`src/rtl/core/i2r_pkg.sv`:
```
// ----------------------------------------------------------------------------
// i2r_pkg
// shared types, constants and numeral tables for the integer to roman encoder
// ----------------------------------------------------------------------------
package i2r_pkg;

  localparam int unsigned NumberW    = 16;
  localparam int unsigned ValueW     = 12;
  localparam int unsigned CharW      = 8;
  localparam int unsigned NumEntries = 13;
  localparam int unsigned IdxW       = 4;
  localparam int unsigned MaxOut     = 15;
  localparam int unsigned CntW       = 4;

  localparam int unsigned MaxValueDef = 3999;
  localparam int unsigned CmdDepthDef = 2;
  localparam int unsigned OutDepthDef = 2;

  // ascii letters
  localparam logic [CharW-1:0] ChNone = 8'h00;
  localparam logic [CharW-1:0] ChM    = 8'h4D;
  localparam logic [CharW-1:0] ChD    = 8'h44;
  localparam logic [CharW-1:0] ChC    = 8'h43;
  localparam logic [CharW-1:0] ChL    = 8'h4C;
  localparam logic [CharW-1:0] ChX    = 8'h58;
  localparam logic [CharW-1:0] ChV    = 8'h56;
  localparam logic [CharW-1:0] ChI    = 8'h49;

  typedef logic [IdxW-1:0]   idx_t;
  typedef logic [ValueW-1:0] value_t;
  typedef logic [CharW-1:0]  char_t;

  // classified number handed from front to back
  typedef struct packed {
    logic   err;
    value_t value;
  } cmd_t;

  // one output beat
  typedef struct packed {
    char_t symbol_char;
    logic  range_error;
    logic  last_symbol;
  } res_t;

  function automatic value_t weight(input idx_t idx);
    value_t w;
    case (idx)
      4'd0:    w = 12'd1000;
      4'd1:    w = 12'd900;
      4'd2:    w = 12'd500;
      4'd3:    w = 12'd400;
      4'd4:    w = 12'd100;
      4'd5:    w = 12'd90;
      4'd6:    w = 12'd50;
      4'd7:    w = 12'd40;
      4'd8:    w = 12'd10;
      4'd9:    w = 12'd9;
      4'd10:   w = 12'd5;
      4'd11:   w = 12'd4;
      4'd12:   w = 12'd1;
      default: w = '0;
    endcase
    return w;
  endfunction

  function automatic char_t first_char(input idx_t idx);
    char_t c;
    case (idx)
      4'd0:    c = ChM;
      4'd1:    c = ChC;
      4'd2:    c = ChD;
      4'd3:    c = ChC;
      4'd4:    c = ChC;
      4'd5:    c = ChX;
      4'd6:    c = ChL;
      4'd7:    c = ChX;
      4'd8:    c = ChX;
      4'd9:    c = ChI;
      4'd10:   c = ChV;
      4'd11:   c = ChI;
      4'd12:   c = ChI;
      default: c = ChNone;
    endcase
    return c;
  endfunction

  function automatic char_t second_char(input idx_t idx);
    char_t c;
    case (idx)
      4'd1:    c = ChM;
      4'd3:    c = ChD;
      4'd5:    c = ChC;
      4'd7:    c = ChL;
      4'd9:    c = ChX;
      4'd11:   c = ChV;
      default: c = ChNone;
    endcase
    return c;
  endfunction

endpackage

```
`src/rtl/core/i2r_fifo.sv`:
```
// ----------------------------------------------------------------------------
// i2r_fifo
// small register queue with push/full and pop/empty sides
// ----------------------------------------------------------------------------
module i2r_fifo #(
  parameter int unsigned WIDTH = 8,
  parameter int unsigned DEPTH = 2
) (
  input  logic             clk_i,
  input  logic             rst_ni,
  input  logic             push_i,
  output logic             full_o,
  input  logic [WIDTH-1:0] wdata_i,
  input  logic             pop_i,
  output logic             empty_o,
  output logic [WIDTH-1:0] rdata_o
);

  localparam int unsigned PtrW = (DEPTH > 1) ? $clog2(DEPTH) : 1;
  localparam int unsigned CntW = $clog2(DEPTH + 1);

  logic [WIDTH-1:0] mem_q [DEPTH];
  logic [PtrW-1:0]  wr_ptr_q, wr_ptr_d;
  logic [PtrW-1:0]  rd_ptr_q, rd_ptr_d;
  logic [CntW-1:0]  count_q, count_d;
  logic             do_push, do_pop;

  assign full_o  = (count_q == CntW'(DEPTH));
  assign empty_o = (count_q == '0);
  assign do_push = push_i && !full_o;
  assign do_pop  = pop_i && !empty_o;
  assign rdata_o = mem_q[rd_ptr_q];

  always_comb begin
    wr_ptr_d = wr_ptr_q;
    rd_ptr_d = rd_ptr_q;
    count_d  = count_q;
    if (do_push) begin
      wr_ptr_d = (wr_ptr_q == PtrW'(DEPTH - 1)) ? '0 : wr_ptr_q + 1'b1;
    end
    if (do_pop) begin
      rd_ptr_d = (rd_ptr_q == PtrW'(DEPTH - 1)) ? '0 : rd_ptr_q + 1'b1;
    end
    if (do_push && !do_pop) begin
      count_d = count_q + 1'b1;
    end else if (do_pop && !do_push) begin
      count_d = count_q - 1'b1;
    end
  end

  always_ff @(posedge clk_i or negedge rst_ni) begin
    if (!rst_ni) begin
      wr_ptr_q <= '0;
      rd_ptr_q <= '0;
      count_q  <= '0;
    end else begin
      wr_ptr_q <= wr_ptr_d;
      rd_ptr_q <= rd_ptr_d;
      count_q  <= count_d;
    end
  end

  always_ff @(posedge clk_i) begin
    if (do_push) begin
      mem_q[wr_ptr_q] <= wdata_i;
    end
  end

endmodule

```
`src/rtl/core/i2r_front.sv`:
```
// ----------------------------------------------------------------------------
// i2r_front
// range check of an incoming number, builds the command for the back end
// ----------------------------------------------------------------------------
module i2r_front
  import i2r_pkg::*;
#(
  parameter int unsigned MAX_VALUE = MaxValueDef
) (
  input  logic [NumberW-1:0] number_in_i,
  output cmd_t               cmd_o
);

  localparam logic [NumberW-1:0] MaxVal = NumberW'(MAX_VALUE);

  // zero and anything above the top value are errors
  assign cmd_o.err   = (number_in_i == '0) || (number_in_i > MaxVal);
  assign cmd_o.value = number_in_i[ValueW-1:0];

endmodule

```
`src/rtl/core/i2r_back.sv`:
```
// ----------------------------------------------------------------------------
// i2r_back
// letter sequencer: greedy walk over the numeral table, while the output queue has room one letter a cycle
// ----------------------------------------------------------------------------
module i2r_back
  import i2r_pkg::*;
(
  input  logic clk_i,
  input  logic rst_ni,
  input  logic cmd_valid_i,
  input  cmd_t cmd_i,
  output logic cmd_pop_o,
  output logic res_push_o,
  input  logic res_full_i,
  output res_t res_o
);

  logic            busy_q, busy_d;
  value_t          rem_q, rem_d;
  idx_t            pos_q, pos_d;
  logic            pend_q, pend_d;
  logic [CntW-1:0] cnt_q, cnt_d;
  idx_t            sel;
  value_t          rem_sub;
  logic            has_second;
  logic            cap;

  // largest table entry that still fits
  always_comb begin
    sel = '0;
    for (int i = NumEntries - 1; i >= 0; i--) begin
      if (rem_q >= weight(IdxW'(i))) begin
        sel = IdxW'(i);
      end
    end
  end

  assign rem_sub    = rem_q - weight(sel);
  assign has_second = (second_char(sel) != ChNone);
  assign cap        = (cnt_q == CntW'(MaxOut - 1));

  always_comb begin
    busy_d     = busy_q;
    rem_d      = rem_q;
    pos_d      = pos_q;
    pend_d     = pend_q;
    cnt_d      = cnt_q;
    cmd_pop_o  = 1'b0;
    res_push_o = 1'b0;
    res_o      = '0;
    if (!busy_q) begin
      if (cmd_valid_i) begin
        if (cmd_i.err) begin
          if (!res_full_i) begin
            cmd_pop_o         = 1'b1;
            res_push_o        = 1'b1;
            res_o.symbol_char = ChNone;
            res_o.range_error = 1'b1;
            res_o.last_symbol = 1'b1;
          end
        end else begin
          cmd_pop_o = 1'b1;
          busy_d    = 1'b1;
          rem_d     = cmd_i.value;
          pos_d     = '0;
          pend_d    = 1'b0;
          cnt_d     = '0;
        end
      end
    end else if (!res_full_i) begin
      res_push_o = 1'b1;
      cnt_d      = cnt_q + 1'b1;
      if (pend_q) begin
        // second letter of a subtractive pair
        res_o.symbol_char = second_char(pos_q);
        res_o.last_symbol = (rem_q == '0) || cap;
        pend_d            = 1'b0;
      end else begin
        res_o.symbol_char = first_char(sel);
        res_o.last_symbol = (!has_second && (rem_sub == '0)) || cap;
        rem_d             = rem_sub;
        pos_d             = sel;
        pend_d            = has_second && !cap;
      end
      if (res_o.last_symbol) begin
        busy_d = 1'b0;
      end
    end
  end

  always_ff @(posedge clk_i or negedge rst_ni) begin
    if (!rst_ni) begin
      busy_q <= 1'b0;
      rem_q  <= '0;
      pos_q  <= '0;
      pend_q <= 1'b0;
      cnt_q  <= '0;
    end else begin
      busy_q <= busy_d;
      rem_q  <= rem_d;
      pos_q  <= pos_d;
      pend_q <= pend_d;
      cnt_q  <= cnt_d;
    end
  end

endmodule

```
`src/rtl/core/integer_to_roman_encoder.sv`:
```
// ----------------------------------------------------------------------------
// integer_to_roman_encoder
// converts one number per input beat into its roman numeral, one ascii
// letter per output beat
// ----------------------------------------------------------------------------
//  channel  | handshake          | payload
//  ---------+--------------------+-----------------------------------------
//  input    | push / full        | number_in_i (16 bit)
//  output   | pop / empty        | symbol_char_o, range_error_o, last_symbol_o
//
//  flow: a valid number is loaded into the back end sequencer, which then
//    emits its letters in order; an error number gives a single error beat
//  rate: the sequencer emits one letter a cycle when the output queue has room
//  reset: rst_ni clears both queues and the sequencer at once
//  stalls: the front keeps taking numbers while the command queue has room;
//    the back end holds when the output queue is full
// ----------------------------------------------------------------------------
module integer_to_roman_encoder
  import i2r_pkg::*;
#(
  parameter int unsigned MAX_VALUE = MaxValueDef,
  parameter int unsigned CMD_DEPTH = CmdDepthDef,
  parameter int unsigned OUT_DEPTH = OutDepthDef
) (
  input  logic               clk_i,
  input  logic               rst_ni,
  // input queue side
  input  logic               push,
  output logic               full,
  input  logic [NumberW-1:0] number_in_i,
  // result queue side
  output logic               empty,
  input  logic               pop,
  output logic [CharW-1:0]   symbol_char_o,
  output logic               range_error_o,
  output logic               last_symbol_o
);

  cmd_t cmd_in;     // classified number entering the command queue
  cmd_t cmd_out;    // head of the command queue
  logic cmd_empty;
  logic cmd_pop;
  res_t res_in;     // letter beat from the sequencer
  res_t res_out;    // head of the output queue
  logic res_push;
  logic res_full;

  // front: range check
  i2r_front #(
    .MAX_VALUE (MAX_VALUE)
  ) u_front (
    .number_in_i (number_in_i),
    .cmd_o       (cmd_in)
  );

  // queue between front and back
  i2r_fifo #(
    .WIDTH ($bits(cmd_t)),
    .DEPTH (CMD_DEPTH)
  ) u_cmd_fifo (
    .clk_i   (clk_i),
    .rst_ni  (rst_ni),
    .push_i  (push),
    .full_o  (full),
    .wdata_i (cmd_in),
    .pop_i   (cmd_pop),
    .empty_o (cmd_empty),
    .rdata_o (cmd_out)
  );

  // back: letter sequencer
  i2r_back u_back (
    .clk_i       (clk_i),
    .rst_ni      (rst_ni),
    .cmd_valid_i (!cmd_empty),
    .cmd_i       (cmd_out),
    .cmd_pop_o   (cmd_pop),
    .res_push_o  (res_push),
    .res_full_i  (res_full),
    .res_o       (res_in)
  );

  // output queue, keeps the sequencer going while a beat waits
  i2r_fifo #(
    .WIDTH ($bits(res_t)),
    .DEPTH (OUT_DEPTH)
  ) u_out_fifo (
    .clk_i   (clk_i),
    .rst_ni  (rst_ni),
    .push_i  (res_push),
    .full_o  (res_full),
    .wdata_i (res_in),
    .pop_i   (pop),
    .empty_o (empty),
    .rdata_o (res_out)
  );

  assign symbol_char_o = res_out.symbol_char;
  assign range_error_o = res_out.range_error;
  assign last_symbol_o = res_out.last_symbol;

endmodule

```
`config.mk`:
```
export PLATFORM = sky130hd
export DESIGN_NAME = integer_to_roman_encoder
export DESIGN_NICKNAME = d
export VERILOG_FILES = /design/src/rtl/core/i2r_pkg.sv /design/src/rtl/core/i2r_fifo.sv /design/src/rtl/core/i2r_front.sv /design/src/rtl/core/i2r_back.sv /design/src/rtl/core/integer_to_roman_encoder.sv
export SDC_FILE = /design/constraint.sdc
export NUM_CORES = 1
export LEC_CHECK = 0
export BUFFER_PORTS_ARGS = -buffer_cell sky130_fd_sc_hd__buf_2
export CORE_ASPECT_RATIO = 0.9
export CORE_MARGIN = 4
export CORE_UTILIZATION = 44
export DETAILED_ROUTE_END_ITERATION = 16
export HOLD_SLACK_MARGIN = 0.02
export PLACE_DENSITY = 0.68
export SLEW_MARGIN = 20
export SYNTH_ARGS = -nofsm -noshare
export SYNTH_HDL_FRONTEND = slang
export SYNTH_SLANG_ARGS = --single-unit
```
`constraint.sdc`:
```
create_clock -name clk_i -period 4.7 [get_ports clk_i]
set_clock_uncertainty 0.15 [all_clocks]
set_input_delay 1.41 -clock clk_i [delete_from_list [all_inputs] [get_ports clk_i]]
set_output_delay 1.41 -clock clk_i [all_outputs]
set_load 0.02 [all_outputs]
```
==> results.txt, run 1 <==
# DRC - 0
Clock latency at the later pin of the worst-skew pair - 330 ps
Reg2reg setup slack - 140 ps
Max-Cap Viols - 0
Fmax - 219 MHz
Crit path launch type - register
Slew Viols, Final - 0
Seq cells post-synth - 72
Core area - 0.00978 sq mm
Gr ovfl total - 0
Synthesized area - 0.00448 sq mm
DR WL/cell - 16.3 microns
DP Wirelength - 7.03 mm
Synth unique cells - 75
Post-synth EDFFs - 42
Hold/Removal Path Class - reg2reg
Clock transition at the registers of the reported paths - 60 ps
Place WS - -1.66 ps
DRT iter0 DRCs - 209
Number of I/O port buffers - 29
Ys Warns - 0
Total CTS buffers - 9
Layout fillers - 869
Initial antenna violation count - 0
Maximum number of pins on one net before global-route repair - 31
R2R cell count - 19
Vias in the first global route - 3223
Die area - 0.0119 sq mm
Worst-Margin Slew - 895 ps
Overall routing resource usage - 16.9%
DR pass1 iterations - 5
Routed vias/inst - 5.70
Drt total wl - 9.95 mm
Placer Congestion - 0.887
Status - complete, no violations
Sequential fraction of the synthesis area - 44.9%
Rel. slew slack - 40.4%
Final worst setup slack - 141 ps
CP startpoint - u_back.rem_q[3]
N_diodes - 0
Setup violators final - 0
WP data required - 4610 ps
Critical path's slowest cell - or4b_1
NumNets Final - 520
First-pass GRT wire length - 16.3 mm
Period utilization - 97.0%
ANT nets after route - 0
Area Growth Syn to Fin - 14.0%
CP endpoint - u_out_fifo.mem_q[0][0]
Die outline width - 114 microns
Critical Path Max Stage Delay - 540 ps
Crit-path cells - clkbuf_2 -> or4b_1 -> o31ai_2 -> a31oi_2 -> a21oi_4 -> inv_2 -> ha_2 -> nand2_2 -> o21ai_0 -> and2_1 -> ha_1 -> fa_1 -> nand2b_1 -> a21oi_1 -> nor4_1 -> nor3b_1 -> nor2_1 -> nand4_1 -> nand3b_1
Avg Cell Area, Syn - 10.0 sq um
Min-Delay Path Depth - 1
Share of cells above drive strength 1 - 22.5%
Critical path data arrival time - 4470 ps
I/O pins - 32
CTS tree - built
Synth Instances - 447
Htree depth - 3
Fin util - 52.2%
R2R Path Start - u_back.rem_q[3]
Clock Sinks - 72
Clock Tree Buf Depth - 2
Clock Tree Root - clkbuf_16
Tmin final - 4560 ps
Worst Path Max Fanout - 7
RR Endpoint - u_out_fifo.mem_q[0][0]
Die extent in y - 104 microns
Row cnt - 34
Most used DFF post-synth - edfxtp_1
Post-synth ARST share - 41.7%
Hold Vio Cnt, Final - 0
Initial Util - 45.8%
Worst hold margin - 343 ps
Via count - 3483
Critical path class - reg2reg
Critical path capture point type - register
==> worst max-delay path: cells and delay by family (launching register included) <==
kind	cells	cell delay (ps)
fa+ha+maj	3	830
simple gates	9	1740
flops	1	460
buf+inv	2	250
compound gates	5	830
==> cell usage after synthesis (3+ instances only) <==
cell type	instances	area, sq um
a211oi_1	8	60.1
a21oi_1	25	125
and2_1	3	18.8
and3_1	5	31.3
buf_4	3	22.5
buf_6	4	45.0
clkbuf_1	9	33.8
dfrtp_1	30	751
edfxtp_1	42	1260
ha_1	19	238
inv_1	17	63.8
mux2_2	13	146
mux2i_1	8	80.1
nand2_1	45	169
nand2_2	3	18.8
nand2b_1	7	43.8
nand3_1	15	75.1
nand3b_1	4	30.0
nand4_1	5	31.3
nor2_1	38	143
nor2b_1	6	37.5
nor3_1	5	25.0
nor3b_1	3	22.5
nor4_1	7	43.8
o211ai_1	4	30.0
o21a_1	4	30.0
o21ai_0	33	165
o31ai_1	5	37.5
or3_1	4	25.0
xnor2_1	12	105
xor2_1	7	61.3
==> through the flow <==
| stage | setup TNS, ps | cell area, sq um | instances |
|---|---|---|---|
| floorplan | 0 | 4490 | 448 |
| global route | -188 | 5110 | 611 |
| detailed placement | -3.30 | 4700 | 589 |
| global placement | 0 | 4700 | 589 |
| CTS | 0 | 5010 | 605 |
| finish | 0 | 5110 | 611 |
==> state kept, by name, summed over array words and instances, names as in the netlist <==
register	count
u_back.pend_q	1
u_cmd_fifo.count_q	2
u_out_fifo.wr_ptr_q	1
u_out_fifo.rd_ptr_q	1
u_back.rem_q	12
u_back.pos_q	4
u_cmd_fifo.mem_q	26
u_out_fifo.count_q	2
u_cmd_fifo.wr_ptr_q	1
u_back.busy_q	1
u_cmd_fifo.rd_ptr_q	1
u_out_fifo.mem_q	16
u_back.cnt_q	4
==> how the worst min path moves through the flow <==
stage | startpoint | endpoint | slack, ps
detailed placement | u_out_fifo.wr_ptr_q | u_out_fifo.wr_ptr_q | 330
global placement | u_cmd_fifo.wr_ptr_q | u_cmd_fifo.wr_ptr_q | 330
CTS | u_out_fifo.wr_ptr_q | u_out_fifo.wr_ptr_q | 350
finish | u_out_fifo.wr_ptr_q | u_out_fifo.wr_ptr_q | 340
floorplan | u_out_fifo.wr_ptr_q | u_out_fifo.wr_ptr_q | 310
global route | u_out_fifo.wr_ptr_q | u_out_fifo.wr_ptr_q | 360
==> cell usage in the layout (no fill, tap or decap), drive strengths merged, types with 2 or more instances in the layout <==
| cell type | netlist | layout |
|---|---|---|
| nand2 | 48 | 48 |
| edfxtp | 42 | 42 |
| buf | 10 | 40 |
| nor2 | 39 | 39 |
| o21ai | 34 | 34 |
| dfrtp | 30 | 30 |
| a21oi | 27 | 27 |
| ha | 19 | 19 |
| inv | 18 | 18 |
| nand3 | 15 | 15 |
| clkbuf | 11 | 15 |
| mux2 | 13 | 13 |
| xnor2 | 12 | 12 |
| a211oi | 8 | 8 |
| mux2i | 8 | 8 |
| nor4 | 8 | 8 |
| nor3 | 8 | 8 |
| nand2b | 7 | 7 |
| xor2 | 7 | 7 |
| nor2b | 6 | 6 |
| o31ai | 6 | 6 |
| and3 | 5 | 5 |
| nand4 | 5 | 5 |
| nand3b | 4 | 4 |
| o211ai | 4 | 4 |
| and2 | 4 | 4 |
| or3 | 4 | 4 |
| o21a | 4 | 4 |
| nor3b | 3 | 3 |
| a31o | 3 | 3 |
| a21o | 3 | 3 |
| a31oi | 3 | 3 |
| a221o | 2 | 2 |
| a2bb2oi | 2 | 2 |
| o311ai | 2 | 2 |
| a311oi | 2 | 2 |
| a32oi | 2 | 2 |
| conb | 1 | 2 |
==> cells by family (layout without fill, tap and decap cells) <==
family,count (synthesis),after routing,share of synthesized area (%)
flops,72,72,44.9
compound gates,113,113,17.2
fa+ha+maj,20,20,5.75
buf+inv,39,76,4.61
other cells,1,2,0.0837
mux,21,21,5.05
simple gates,162,162,18.7
xor+xnor,19,19,3.71
==> layout make-up <==
| cell class | count | area [sq um] | share of cell area, % |
|---|---|---|---|
| Clock buffer | 13 | 260 | 5.09 |
| Clock inverter | 3 | 42.5 | 0.833 |
| Inverter | 18 | 67.6 | 1.32 |
| Multi-Input combinational cell | 337 | 2320 | 45.5 |
| Sequential cell | 72 | 2020 | 39.5 |
| Tap cell | 126 | 158 | 3.09 |
| Timing Repair Buffer | 42 | 238 | 4.65 |
==> layer usage <==
metal	track usage, %	vias to the layer above	share of wire, %
li1	-	1710	-
met1	25.0	1664	49
met2	24.6	94	45
met3	3.97	15	5.0
met4	4.83	0	1.4
met5	0	-	0
==> repair_timing <==
item | 4_1_cts | 5_1_grt
pin swaps | 0 | 5
setup endpoints to repair | 3 | 6
hold buffers | 0 | 0
buffers inserted | 0 | 6
resized for setup | 2 | 15
Power of run 1 is left out: the tool's default activity adds up to more than one toggle a clock period on the data nets, which glitch-free logic cannot reach.
==> inputs of run 2 (changes only) <==
CORE_MARGIN = 2   (was 4)
==> run 2 against run 1 <==
Core utilization is 0.33 points higher. Via count down 1.6%. Register-to-register slack better by 90 ps. Global-route usage is 1.4 points higher. Sequential share of layout area down 0.23 points. Hold slack is essentially flat. Critical path depth down 1. Cell count grew 0.65%. Count of clock-buffer cells in the layout fell by 2. Die area down 7.2%. Critical path type unchanged. Largest cell class unchanged.
==> results.txt, run 2 (synthesis results as in run 1) <==
Number of I/O port buffers - 29 (unchanged)
Vias in the first global route - 3283 (+1.9%)
I/O pins - 32 (unchanged)
# DRC - 0 (unchanged)
DR WL/cell - 15.2 microns (-6.9%)
R2R Path Start - u_back.rem_q[3]
Critical path data arrival time - 4500 ps (+30 ps)
Hold/Removal Path Class - reg2reg
Clock transition at the registers of the reported paths - 50 ps (about the same)
Worst hold margin - 342 ps (-0.225 ps)
Total CTS buffers - 9 (unchanged)
Critical path class - reg2reg
Die outline width - 110 microns (-3.5%)
DP Wirelength - 6.79 mm (-3.4%)
Initial Util - 45.8% (unchanged)
Critical path capture point type - register
Area Growth Syn to Fin - 14.7%
Biggest register - u_cmd_fifo.mem_q
Setup violators final - 0 (unchanged)
Buf+Inv Stages, Crit Path - 2 (unchanged)
R2R cell count - 18 (-1)
NumNets Final - 524 (+0.77%)
Maximum number of pins on one net before global-route repair - 31 (unchanged)
WP depth - 18 (-1)
Tmin final - 4470 ps (-88.0 ps)
DRT iter0 DRCs - 143 (-32%)
First-pass GRT wire length - 15.6 mm (-4.6%)
Most frequent cells in the layout - nand2_1, edfxtp_1, nor2_1
Worst Path Max Fanout - 10 (+3)
Critical path's slowest cell - dfrtp_2
Status - complete, no violations
Setup TNS - 0 ps (unchanged)
Slew Viols, Final - 0 (unchanged)
Share of cells above drive strength 1 - 23.3% (+0.84 points)
Period utilization - 95.1% (-1.9 points)
Via count - 3428 (-1.6%)
Placer Congestion - 0.849 (-4.3%)
CTS tree - built
Clock Sinks - 72 (unchanged)
Drt total wl - 9.32 mm (-6.3%)
Hold Vio Cnt, Final - 0 (unchanged)
Die area - 0.0110 sq mm (-7.2%)
WP data required - 4730 ps (+120 ps)
Gr ovfl total - 0 (unchanged)
Row cnt - 34 (unchanged)
Initial antenna violation count - 0 (unchanged)
Most common cell after layout, fill and taps aside - nand2_1
Rel. slew slack - 32.5% (-7.9 points)
CP startpoint - u_back.rem_q[3]
Delay-heaviest family, CP - compound AO/OA/AOI/OAI gates
ANT nets after route - 0 (unchanged)
Crit-path cells - inv_2 -> o41a_1 -> a2111o_1 -> a21oi_4 -> inv_1 -> ha_2 -> nand2_2 -> o21ai_0 -> and2_1 -> ha_1 -> fa_1 -> nand2b_1 -> a21o_1 -> and3_1 -> a311oi_2 -> nor2b_1 -> nand4_1 -> nand3b_1
Routed vias/inst - 5.57 (-2.2%)
Critical Path Max Stage Delay - 460 ps (-80 ps)
Clock Tree Root - clkbuf_16
Core area - 0.00978 sq mm (unchanged)
N_diodes - 0 (unchanged)
Reg2reg setup slack - 230 ps (+90 ps)
Clock Tree Buf Depth - 2 (unchanged)
Max-Cap Viols - 0 (unchanged)
RR Endpoint - u_out_fifo.mem_q[0][0]
Die extent in y - 99.7 microns (-3.9%)
Top flop regs - u_cmd_fifo.mem_q x26, u_out_fifo.mem_q x16, u_back.rem_q x12
Overall routing resource usage - 18.3% (+1.4 points)
Fmax - 224 MHz (+2.0%)
Worst-Margin Slew - 1010 ps (+115 ps)
Crit path launch type - register
DR pass1 iterations - 4 (-1)
Htree depth - 3 (unchanged)
Number of flip-flops under the largest register name - 26 (unchanged)
Layout fillers - 907 (+4.4%)
Worst hold start - u_out_fifo.wr_ptr_q
Clock latency at the later pin of the worst-skew pair - 330 ps (about the same)
CP endpoint - u_out_fifo.mem_q[0][0]
Unrepaired setup endpoints after global routing - no
run 2: through the flow:
step,util (%),std cells,cell area (sq um),setup WS [ps]
2_1_floorplan,-,448,4490,419
3_3_place_gp,48.1,589,4700,119
3_5_place_dp,48.1,589,4700,30.8
4_1_cts,51.2,607,5010,17.6
5_1_grt,52.5,615,5140,30.8
6_report,52.5,615,5140,230
run 2: worst min-delay path by stage:
stage	end	slack, ps	cells past startpoint
floorplan	u_out_fifo.wr_ptr_q	310	1
global placement	u_cmd_fifo.wr_ptr_q	330	1
detailed placement	u_out_fifo.wr_ptr_q	330	1
CTS	u_out_fifo.wr_ptr_q	340	1
global route	u_out_fifo.wr_ptr_q	380	1
finish	u_out_fifo.wr_ptr_q	340	1
run 2: metal layers:
layer	part of all wire (%)	vias to the layer above	global-route usage [%]
met1	50	1617	26.9
met5	0	-	0
met2	44	93	26.7
met4	1.1	0	5.87
li1	-	1710	-
met3	4.8	8	4.19
run 2: layout make-up:
class	instances	area [sq um]	share of cell area, %
multi-input cells	337	2330	45.4
flip-flops and latches	72	2020	39.3
well taps	126	158	3.07
inverters	18	67.6	1.31
clock inverters	5	57.6	1.12
clock buffers	11	233	4.53
repair buffers	46	273	5.31
run 2: what timing repair did:
item | in CTS | in global routing
resized for setup | 0 | 20
setup buffers | 2 | 8
setup endpoints to repair | 2 | 8
gates cloned | 0 | 0
hold buffers | 0 | 0
pin swaps | 2 | 1
Power of run 2 is left out for the same reason.
